`config.mk`:
```
export PLATFORM = sky130hd
export DESIGN_NAME = port_power_priority_arbiter_top
export DESIGN_NICKNAME = d
export VERILOG_FILES = /design/src/hw/rtl/pppa_pkg.sv /design/src/hw/rtl/port_power_priority_arbiter_top.sv /design/src/hw/rtl/pppa_ram.sv
export VERILOG_INCLUDE_DIRS = /design/src /design/src/hw/rtl
export SDC_FILE = /design/constraint.sdc
export NUM_CORES = 1
export LEC_CHECK = 0
export ABC_AREA = 0
export BUFFER_PORTS_ARGS = -buffer_cell sky130_fd_sc_hd__buf_2
export CAP_MARGIN = 20
export CORE_MARGIN = 2
export CORE_UTILIZATION = 35
export CTS_CLUSTER_SIZE = 8
export DETAILED_ROUTE_END_ITERATION = 12
export HOLD_SLACK_MARGIN = 0.03
export SLEW_MARGIN = 20
export SYNTH_ARGS = -nofsm -noshare
export SYNTH_HDL_FRONTEND = slang
export SYNTH_SLANG_ARGS = --single-unit
```
`constraint.sdc`:
```
create_clock -name clk -period 13.9 [get_ports clk]
set_input_delay 0.695 -clock clk [delete_from_list [all_inputs] [get_ports clk]]
set_output_delay 0.695 -clock clk [all_outputs]
set_load 0.005 [all_outputs]
```
`src/hw/rtl/port_power_priority_arbiter_top_defines.svh`:
```
// Assertion macros shared by the arbiter RTL.
`ifndef PORT_POWER_PRIORITY_ARBITER_TOP_DEFINES_SVH
`define PORT_POWER_PRIORITY_ARBITER_TOP_DEFINES_SVH

`ifndef NO_ASSERTIONS
`define PPPA_ASSERT(lbl, prop, msg) \
  lbl: assert property (@(posedge clk) disable iff (rst) prop) else $error(msg);
`define PPPA_ASSERT_ALWAYS(lbl, prop, msg) \
  lbl: assert property (@(posedge clk) prop) else $error(msg);
`else
`define PPPA_ASSERT(lbl, prop, msg)
`define PPPA_ASSERT_ALWAYS(lbl, prop, msg)
`endif

`endif

```
`src/hw/rtl/pppa_pkg.sv`:
```
// Types and constants of the port power priority arbiter.
package pppa_pkg;

  localparam logic       OP_POWER   = 1'b0;
  localparam logic       OP_REINIT  = 1'b1;

  localparam logic [1:0] SW_DONE    = 2'd0;
  localparam logic [1:0] SW_REFUSED = 2'd1;

  localparam logic [2:0] ST_OK         = 3'd0;
  localparam logic [2:0] ST_BAD_PORT   = 3'd1;
  localparam logic [2:0] ST_LOWER_PERM = 3'd2;
  localparam logic [2:0] ST_OVER_MAX   = 3'd3;
  localparam logic [2:0] ST_SW_FAILED  = 3'd4;

  localparam logic [2:0] PRIO_LOWEST  = 3'd0;
  localparam logic [2:0] PRIO_HIGHEST = 3'd7;
  localparam logic [5:0] COUNT_MAX    = 6'd63;
  localparam logic [5:0] MAX_OPEN_RESET = 6'd32;

  localparam logic REG_MAX_OPEN = 1'b0;

  typedef struct packed {
    logic       opcode;
    logic [5:0] port_index;
    logic       want_open;
    logic [2:0] requester_priority;
    logic [1:0] switch_outcome;
  } req_t;

  typedef struct packed {
    logic [2:0] status;
    logic       actuate;
    logic       port_is_open;
    logic [2:0] owner_priority;
    logic [5:0] open_count;
  } rsp_t;

  // One entry of the per-port table.
  typedef struct packed {
    logic       is_open;
    logic [2:0] prio;
  } ent_t;

endpackage

```
`src/hw/rtl/port_power_priority_arbiter_top.sv`:
```
// Top level of the port power priority arbiter.
//
//   channel   direction  handshake             payload
//   req       in         req_valid/req_stall   pppa_pkg::req_t
//   rsp       out        rsp_valid/rsp_stall   pppa_pkg::rsp_t
//   apb       in/out     psel/penable/pready   max_open_ports at address 0
//
// Each request first has the port's entry read from the table RAM, then
// it is decided: the entry is written back and the result register loaded.
// Reset clears the port valid bits, the open count and the control state;
// a port whose valid bit is clear reads as closed with the lowest priority.
// A result waiting in the output register does not block the next request
// from being read; only the decide cycle waits while a held result is stalled.
`include "port_power_priority_arbiter_top_defines.svh"

module port_power_priority_arbiter_top #(
  parameter int NUM_PORTS = 32
) (
  input  logic            clk,
  input  logic            rst,
  input  logic            req_valid,
  output logic            req_stall,
  input  pppa_pkg::req_t  req_data,
  output logic            rsp_valid,
  input  logic            rsp_stall,
  output pppa_pkg::rsp_t  rsp_data,
  input  logic            psel,
  input  logic            penable,
  input  logic            pwrite,
  input  logic [2:0]      paddr,
  input  logic [31:0]     pwdata,
  output logic [31:0]     prdata,
  output logic            pready
);

  localparam int AW = (NUM_PORTS > 1) ? $clog2(NUM_PORTS) : 1;

  typedef enum logic {
    S_IDLE,
    S_EXEC
  } state_t;

  state_t                 st;
  pppa_pkg::req_t         item;
  logic [5:0]             open_cnt;
  logic [5:0]             max_open;
  logic [NUM_PORTS-1:0]   ent_valid;

  logic                   req_acc;
  logic                   load;
  logic                   ram_we;
  logic [AW-1:0]          waddr;
  logic [3:0]             ram_rdata;
  pppa_pkg::ent_t         ent_rd;
  pppa_pkg::ent_t         ent_new;
  logic                   wr;
  logic                   in_range;
  logic [2:0]             owner;
  logic                   is_open;
  logic [2:0]             status;
  logic                   act;
  logic [5:0]             cnt_next;

  // Configuration port: one register, index taken from the word address bit.
  assign pready = 1'b1;
  always_ff @(posedge clk) begin
    if (rst) begin
      max_open <= pppa_pkg::MAX_OPEN_RESET;
    end else if (psel && penable && pwrite && (paddr[2] == pppa_pkg::REG_MAX_OPEN)) begin
      max_open <= pwdata[5:0];
    end
  end
  assign prdata = (paddr[2] == pppa_pkg::REG_MAX_OPEN) ? {26'd0, max_open} : 32'd0;

  // Requests are taken only when no item is being decided.
  assign req_stall = (st != S_IDLE);
  assign req_acc   = req_valid && !req_stall;
  assign load      = (st == S_EXEC) && (!rsp_valid || !rsp_stall);

  assign waddr  = item.port_index[AW-1:0];
  assign ram_we = load && wr;

  pppa_ram #(
    .WIDTH ($bits(pppa_pkg::ent_t)),
    .DEPTH (NUM_PORTS)
  ) u_tbl (
    .clk   (clk),
    .we    (ram_we),
    .waddr (waddr),
    .wdata (ent_new),
    .re    (req_acc),
    .raddr (req_data.port_index[AW-1:0]),
    .rdata (ram_rdata)
  );

  assign ent_rd = pppa_pkg::ent_t'(ram_rdata);

  // Decide logic. An entry never written since reset reads as closed and
  // lowest priority. The write into the table happens in the decide cycle,
  // and the next read is issued no earlier than the following cycle, so no
  // forwarding is needed.
  always_comb begin
    in_range = (item.port_index < 6'(NUM_PORTS));
    owner    = (in_range && ent_valid[waddr]) ? ent_rd.prio : pppa_pkg::PRIO_LOWEST;
    is_open  = in_range && ent_valid[waddr] && ent_rd.is_open;
    status   = pppa_pkg::ST_OK;
    act      = 1'b0;
    wr       = 1'b0;
    ent_new.is_open = is_open;
    ent_new.prio    = owner;
    cnt_next = open_cnt;
    if (!in_range) begin
      status          = pppa_pkg::ST_BAD_PORT;
      ent_new.is_open = 1'b0;
      ent_new.prio    = pppa_pkg::PRIO_LOWEST;
    end else if (item.opcode == pppa_pkg::OP_REINIT) begin
      wr              = 1'b1;
      ent_new.is_open = 1'b0;
      ent_new.prio    = pppa_pkg::PRIO_LOWEST;
      cnt_next        = (open_cnt != 6'd0) ? open_cnt - 6'd1 : open_cnt;
    end else if ((item.want_open || is_open) && (item.requester_priority < owner)) begin
      status = pppa_pkg::ST_LOWER_PERM;
    end else if (item.want_open == is_open) begin
      // Same state: raise to the higher priority, or drop to lowest on a close.
      wr = 1'b1;
      if (!item.want_open) begin
        ent_new.prio = pppa_pkg::PRIO_LOWEST;
      end else if (item.requester_priority > owner) begin
        ent_new.prio = item.requester_priority;
      end
    end else if (item.want_open && (open_cnt >= max_open)) begin
      status = pppa_pkg::ST_OVER_MAX;
    end else begin
      act = 1'b1;
      if (item.switch_outcome != pppa_pkg::SW_DONE &&
          item.switch_outcome != pppa_pkg::SW_REFUSED) begin
        status = pppa_pkg::ST_SW_FAILED;
      end else begin
        wr              = 1'b1;
        ent_new.is_open = item.want_open;
        if (!item.want_open) begin
          ent_new.prio = pppa_pkg::PRIO_LOWEST;
          if (item.switch_outcome == pppa_pkg::SW_DONE && open_cnt != 6'd0) begin
            cnt_next = open_cnt - 6'd1;
          end
        end else begin
          // The forcing level is not kept as owner priority.
          ent_new.prio = (item.requester_priority == pppa_pkg::PRIO_HIGHEST) ?
                         pppa_pkg::PRIO_LOWEST : item.requester_priority;
          if (item.switch_outcome == pppa_pkg::SW_DONE &&
              open_cnt != pppa_pkg::COUNT_MAX) begin
            cnt_next = open_cnt + 6'd1;
          end
        end
      end
    end
  end

  // State, open count, valid bits and the result register.
  always_ff @(posedge clk) begin
    if (rst) begin
      st        <= S_IDLE;
      rsp_valid <= 1'b0;
      open_cnt  <= 6'd0;
      ent_valid <= '0;
    end else begin
      unique case (st)
        S_IDLE: begin
          if (req_acc) begin
            st <= S_EXEC;
          end
        end
        S_EXEC: begin
          if (load) begin
            st <= S_IDLE;
          end
        end
        default: st <= S_IDLE;
      endcase
      if (load) begin
        rsp_valid <= 1'b1;
        open_cnt  <= cnt_next;
        if (wr) begin
          ent_valid[waddr] <= 1'b1;
        end
      end else if (rsp_valid && !rsp_stall) begin
        rsp_valid <= 1'b0;
      end
    end
    if (req_acc) begin
      item <= req_data;
    end
    if (load) begin
      rsp_data.status         <= status;
      rsp_data.actuate        <= act;
      rsp_data.port_is_open   <= ent_new.is_open;
      rsp_data.owner_priority <= ent_new.prio;
      rsp_data.open_count     <= cnt_next;
    end
  end

  `PPPA_ASSERT(a_acc_to_exec, req_acc |=> (st == S_EXEC), "accepted request did not enter decide")
  `PPPA_ASSERT(a_load_gives_rsp, load |=> rsp_valid, "decided request produced no result")
  `PPPA_ASSERT(a_we_in_exec, ram_we |-> (st == S_EXEC), "table written outside decide cycle")
  `PPPA_ASSERT(a_cnt_only_on_load, !load |=> $stable(open_cnt), "open count moved without a result")
  `PPPA_ASSERT_ALWAYS(a_rst_clears, rst |=> (!rsp_valid && st == S_IDLE), "reset left control state")

endmodule

```
`src/hw/rtl/pppa_ram.sv`:
```
// Generic single-write, single-read RAM with registered read data.
module pppa_ram #(
  parameter int WIDTH = 4,
  parameter int DEPTH = 32
) (
  input  logic                                  clk,
  input  logic                                  we,
  input  logic [(DEPTH > 1 ? $clog2(DEPTH) : 1)-1:0] waddr,
  input  logic [WIDTH-1:0]                      wdata,
  input  logic                                  re,
  input  logic [(DEPTH > 1 ? $clog2(DEPTH) : 1)-1:0] raddr,
  output logic [WIDTH-1:0]                      rdata
);

  logic [WIDTH-1:0] mem [DEPTH];

  always_ff @(posedge clk) begin
    if (we) begin
      mem[waddr] <= wdata;
    end
    if (re) begin
      rdata <= mem[raddr];
    end
  end

endmodule

```
==> Word-level counts from Yosys, hierarchy flattened <==
Memory sizes are Yosys's and may differ from the RTL's. A register that Yosys moved wholly into a read port is not among the register bits.
Index checks and enable logic that the tools add are counted.
{ "word_totals": {"n_memories": 1, "reg_bits": 73, "latchBits": 0, "romBits": 0, "elab_cells": 108, "ram_bits": 128, "input_bits": 55} }
{ "mem_list": {"columns": ["name", "depth", "width", "read_ports", "rd_ports_with_merged_regs", "wr", "line_no", "source"], "rows": [
  ["u_tbl.mem", 32, 4, 1, 1, 1, "pppa_ram.sv:15", "logic [WIDTH-1:0] mem [DEPTH];"]
]} }
{ "op_classes": {"eq_ne": 4, "n_mul": 0, "n_reduce_logical": 28, "shift": 0, "n_addsub": 2, "order_cmp": 6, "n_mux": 46, "bitwise_logic": 4, "n_div": 0} }
{ "op_table": {"columns": ["op", "n"], "rows": [
  ["2-to-1 mux 6 bit", 11],
  ["OR 32 bit", 1],
  ["2-to-1 mux 3 bit", 7],
  ["2-to-1 mux 4 bit", 5],
  ["2-to-1 mux 1 bit", 17],
  ["logical AND 1 bit", 15],
  ["adder 6 x 1 -> 6 bit (second input constant)", 1],
  [">= comparator 6 bit", 1],
  ["< comparator 5 x 6 -> 1 bit (second input constant)", 1],
  ["< comparator 6 bit (second input constant)", 1],
  ["2-to-1 mux 2 bit", 3],
  ["!= test 6 bit (second input constant)", 1],
  ["nonzero test 6 bit", 1],
  ["subtractor 6 x 1 -> 6 bit (second input constant)", 1],
  ["binary-select mux 1 bit (select 5 bit)", 1],
  ["demux 1 bit (select 5 bit)", 1],
  [">= comparator 5 x 1 -> 1 bit (second input constant)", 1],
  ["OR reduction 5 bit", 1],
  ["nonzero test 2 bit", 2],
  ["OR reduction 4 bit", 1],
  ["== test 3 bit (second input constant)", 1],
  ["> comparator 3 bit", 1],
  ["logical NOT 1 bit", 3],
  ["< comparator 3 bit", 1],
  ["other kinds (8)", 11]
]} }

==> Longest topological paths before layout <==
{ "logic_depth": {"word_depth": 12, "depth_mapped": 15, "ltp_nobuf": 13} }

==> Cells and area by module <==
A second synthesis with hierarchy kept.
{ "hier_totals": {"hier_cells": 643, "hier_area_um2": 9340.2} }
{ "modules_own_cells": {"columns": ["module", "area_each_um2", "n_inst", "seq_area_each_um2", "cells_per_inst"], "rows": [
  ["pppa_ram", 5178.7, 1, 3963.8, 231],
  ["port_power_priority_arbiter_top", 4161.5, 1, 1731.7, 412]
]} }

==> Least setup slack after synthesis <==
OpenSTA, ideal clock, no wires.
{ "synth_timing": {"kind": "reg-to-reg", "startpoint": "register item[7] in the netlist's numbering", "endpoint": "register rsp_data[8] in the netlist's numbering, data pin", "arrival_ns": 4.264, "setup_slack_ns": 9.161, "synth_period_minus_slack_ns": 4.739, "stages_incl_launch_ff": 14, "required_ns": 13.425, "cell_sequence": "edfxtp_1 -> buf_6 -> mux4_2 -> mux2i_1 -> o22a_1 -> a41oi_4 -> nand2_1 -> ha_1 -> nor2b_1 -> o21a_1 -> o21ai_0 -> a22oi_1 -> o21a_1 -> a211oi_1"} }
{ "synth_rtl": {"columns": ["element", "line_no", "source"], "rows": [
  ["from (decl)", "port_power_priority_arbiter_top.sv:44", "pppa_pkg::req_t item;"],
  ["from (signal assigned)", "port_power_priority_arbiter_top.sv:191", "item <= req_data;"],
  ["to (decl)", "port_power_priority_arbiter_top.sv:26", "output pppa_pkg::rsp_t rsp_data,"]
]} }

==> Worst setup path after layout <==
{ "layout_timing": {"startpoint": "register item[8] in the netlist's numbering", "endpoint": "memory u_tbl.mem[15][2] (enable)"} }
{ "layout_via": {"elab_chain_cells": 12, "word_cells_on_any_way": 17, "cone_classes": "order compare: 2; eq/ne: 1; mux: 9; reduce/logical: 5"} }
{ "layout_lines": {"columns": ["element", "line_no", "source"], "rows": [
  ["binary-select mux 1 bit (select 5 bit)", "port_power_priority_arbiter_top.sv:104, port_power_priority_arbiter_top.sv:105", null],
  ["2-to-1 mux 1 bit (implied by the code)", "port_power_priority_arbiter_top.sv:104, port_power_priority_arbiter_top.sv:105", null],
  ["logical AND 1 bit", "port_power_priority_arbiter_top.sv:104, port_power_priority_arbiter_top.sv:105", null],
  ["2-to-1 mux 3 bit or logical AND 1 bit (tied branches)", "port_power_priority_arbiter_top.sv:104, port_power_priority_arbiter_top.sv:105", null],
  ["< comparator 3 bit, or another cell as far along", "port_power_priority_arbiter_top.sv:121", "end else if ((item.want_open || is_open) && (item.requester_priority < owner)) begin"],
  ["logical AND 1 bit or 2-to-1 mux 1 bit (tied branches)", "port_power_priority_arbiter_top.sv:121, port_power_priority_arbiter_top.sv:123", null],
  ["2-to-1 mux 1 bit", "port_power_priority_arbiter_top.sv:121", null],
  ["2-to-1 mux 1 bit", "port_power_priority_arbiter_top.sv:116", "end else if (item.opcode == pppa_pkg::OP_REINIT) begin"],
  ["2-to-1 mux 1 bit", "port_power_priority_arbiter_top.sv:112", "if (!in_range) begin"],
  ["logical AND 1 bit", "port_power_priority_arbiter_top.sv:81", "assign ram_we = load && wr;"],
  ["2-to-1 mux 1 bit", "pppa_ram.sv:18", "if (we) begin"],
  ["2-to-1 mux 1 bit (implied by the code)", "pppa_ram.sv:19", "mem[waddr] <= wdata;"],
  ["to (decl)", "pppa_ram.sv:15", null]
]} }
Parallel ways exist; a longest one is shown, timed or not. The select of a mux whose other input is x is not followed.

==> flow_summary_export.csv <==
group,metric,value,unit
critical_path,crit_chain,"nand3_1 > o22ai_1 > nand2b_1 > a41oi_4 > nand2_1 > ha_1 > nor2b_1 > o21a_1 > o31ai_4 > a31oi_4 > nand3_2 > nor2_1",
routing,num_vias,5764,
synth,seq_area_frac_synth,60.6,%
synth,synth_compound_area_share,9.69,%
synth,synth_cell_types,72,
grt,antenna_found_initial,1,
cts,cts_max_level,1,
routing,drtPass1Iterations,5,
timing,hold_viol,0,
timing,max_slew_margin,29.7,%
timing,slew_viol_final,0,
synth,synth_top_family_by_area,"multiplexers",
cts,cts_root_buf,"clkbuf_16",
place,dpl-instance-area,0.00990,mm2
synth,ys_warn_count,0,
flow_run,max_cap_viol_count,0,
synth,synthFlopType,"edfxtp_1",
timing,tns,0,ns
timing,final-setup-viol-count,0,
synth,synth.avg_cell_area,13.8,um2
cts,ctsResizeCount,0,
place,dpl.hpwl,13.6,mm
grt,grt_pass1_wl,32.2,mm
synth,synth_edf_count,159,
cts,clk_latency,0.55,ns
place,portBuffers,48,
cells_and_area,syn2layout_area_growth,14.1,%
synth,synth-seq-cells,205,
synth,async_flop_share,0,%
pwr,powerDensity,131,mW/mm2
cts,postCtsSetupBuffers,0,
critical_path,path_buf_inv,0,
synth,syn_area,0.00940,mm2
grt,grt-ovfl-total,0,
critical_path,cpLargestDelayFamily,"simple AND/OR/NAND/NOR gates",
timing,fmax,0.208,GHz
cts,cts_tree,"done",
routing,wirelength,20.5,mm
die,rows,59,
place,pre_cts_ws,9.06,ns
cells_and_area,n_fill_cell,2370,
die,die_area,0.0282,mm2
cells_and_area,final_cell_area,0.0107,mm2
synth,synth_fa_ha_area_share,1.73,%
cells_and_area,drive_gt1_share,23.0,%
grt,grt_start_max_net_pins,57,
place,globalplace.congestion,0.807,
critical_path,critPathKind,"flip-flop to flip-flop",
timing,finalClockSkew,0.0174,ns
grt,grt_usage,14.6,%
timing,layout_setup_ws,9.10,ns
die,start_util,35.9,%
die,die_x,168,um
grt,grt_pass1_vias,5643,
die,ioPinCount,104,
synth,yosys.area_share.simple,10.1,%
critical_path,end_kind,"flip-flop",
critical_path,required,14.08,ns
synth,synth_xor_area_share,0.186,%
synth,syn_inst,680,
critical_path,worstPathArrival,4.98,ns
cells_and_area,nets,797,
routing,drc,0,
pwr,ir_worst_vdd,0.000104,V
die,die_y,168,um
cells_and_area,layout_commonest_cell,"edfxtp_1",
cells_and_area,mostFrequentLayoutCells,"edfxtp_1, nor2_1, buf_2",
routing,wl_per_cell,19.1,um
timing,worstMarginPinSlew,1.05,ns
critical_path,cpPeakStageDelay,0.79,ns
run_status,outcome,"completed",
routing,drt_first_iter_violations,396,
die,coreArea,0.0262,mm2
pwr,cellLeakagePower,3.65,nW
cts,numCtsBuffers,29,
cts,ctsHoldBuffers,0,
critical_path,start_kind,"flip-flop",
cts,clk_pin_slew_worst_paths,0.05,ns
cts,clock_sinks,205,
critical_path,slowest_stage,"edfxtp_1",
critical_path,crit_fanout,19,
worst_hold_path,hold_path_class,"primary input to flip-flop",
timing,min_period,4.80,ns
cts,clk_path_buf_depth,3,
routing,antenna_left,0,
routing,vias_per_cell,5.37,
timing,rsz0062_at_grt,"false",
timing,fin_crit_sh,34.5,%
synth,synth_mux_area_share,12.6,%
stage by stage:
stage / hold slack (ns) / power, mW / util (%) / std cells
6_report: 0.324 / 1.40 / 40.9 / 1074
5_1_grt: 0.312 / 1.45 / 40.9 / 1073
4_1_cts: 0.315 / 1.42 / 40.8 / 1073
3_5_place_dp: 0.442 / 0.793 / 37.8 / 1033
3_3_place_gp: 0.429 / 0.791 / 37.7 / 1032
2_1_floorplan: 0.421 / 0.765 / - / 705
cell usage after synthesis, types with 6 or more instances:
cell type	n	area, um2
buf_4	27	203
mux2i_1	14	140
clkbuf_1	21	78.8
a21oi_1	24	120
nor3_1	11	55.1
nor2_1	67	251
dfxtp_1	46	921
ha_1	13	163
o21ai_0	17	85.1
nor4_1	14	87.6
nand2b_1	14	87.6
buf_2	9	45.0
a31oi_1	15	93.8
nand3_1	19	95.1
mux4_2	41	923
edfxtp_1	159	4770
nor2b_1	8	50.1
or3_1	6	37.5
inv_1	17	63.8
o21ba_2	8	80.1
nand2_1	24	90.1
o31ai_1	12	90.1
per-layer routing:
layer	GRT usage [%]	vias up	share of wire (%)
li1	-	2678	-
met1	19.7	2902	45
met2	24.0	153	48
met3	2.52	31	4.7
met4	4.76	0	2.0
met5	0	-	0
kinds of logic (layout without fill, tap and decap cells):
kind of cell    Yosys count  in the layout
other cells               2             28
xor+xnor                  2              2
fa+ha+maj                13             13
flops                   205            205
mux                      62             62
compound gates          123            123
buf+inv                  84            117
simple gates            189            189
power breakdown:
part / total, mW / switching, mW / internal [mW] / leakage [nW]
Sequential: 0.682 / 0.0102 / 0.672 / 1.85
Combinational: 0.0997 / 0.0617 / 0.0380 / 1.41
Clock: 0.622 / 0.242 / 0.380 / 0.385
final timing paths:
kind / from / to / slack (ns) / cells after the start
max: item[8] / u_tbl.mem[15][2] / 9.10 / 12
min: req_data[12] / item[12] / 0.32 / 1
max reg2reg: item[8] / u_tbl.mem[15][2] / 9.10 / 12
min reg2reg: ent_valid[5] / ent_valid[5] / 0.45 / 2
registers in the layout (all words and copies together), names as in the netlist:
signal / flops
u_tbl.rdata: 4
u_tbl.mem: 128
open_cnt: 6
item: 13
ent_valid: 32
req_stall: 1
max_open: 6
rsp_data: 14
rsp_valid: 1
cell type report:
type                       count  area (um2)  area share (%)
clock buffer                  39         773            7.21
sequential                   205        5700            53.1
antenna                        1        2.50          0.0233
multi-input combinational    416        3410            31.8
clock inverter                 1        20.0           0.187
timing repair buffer          59         330            3.08
tap                          335         419            3.91
inverter                      18        67.6           0.630
No activity file was read; power rests on OpenSTA's default activity.
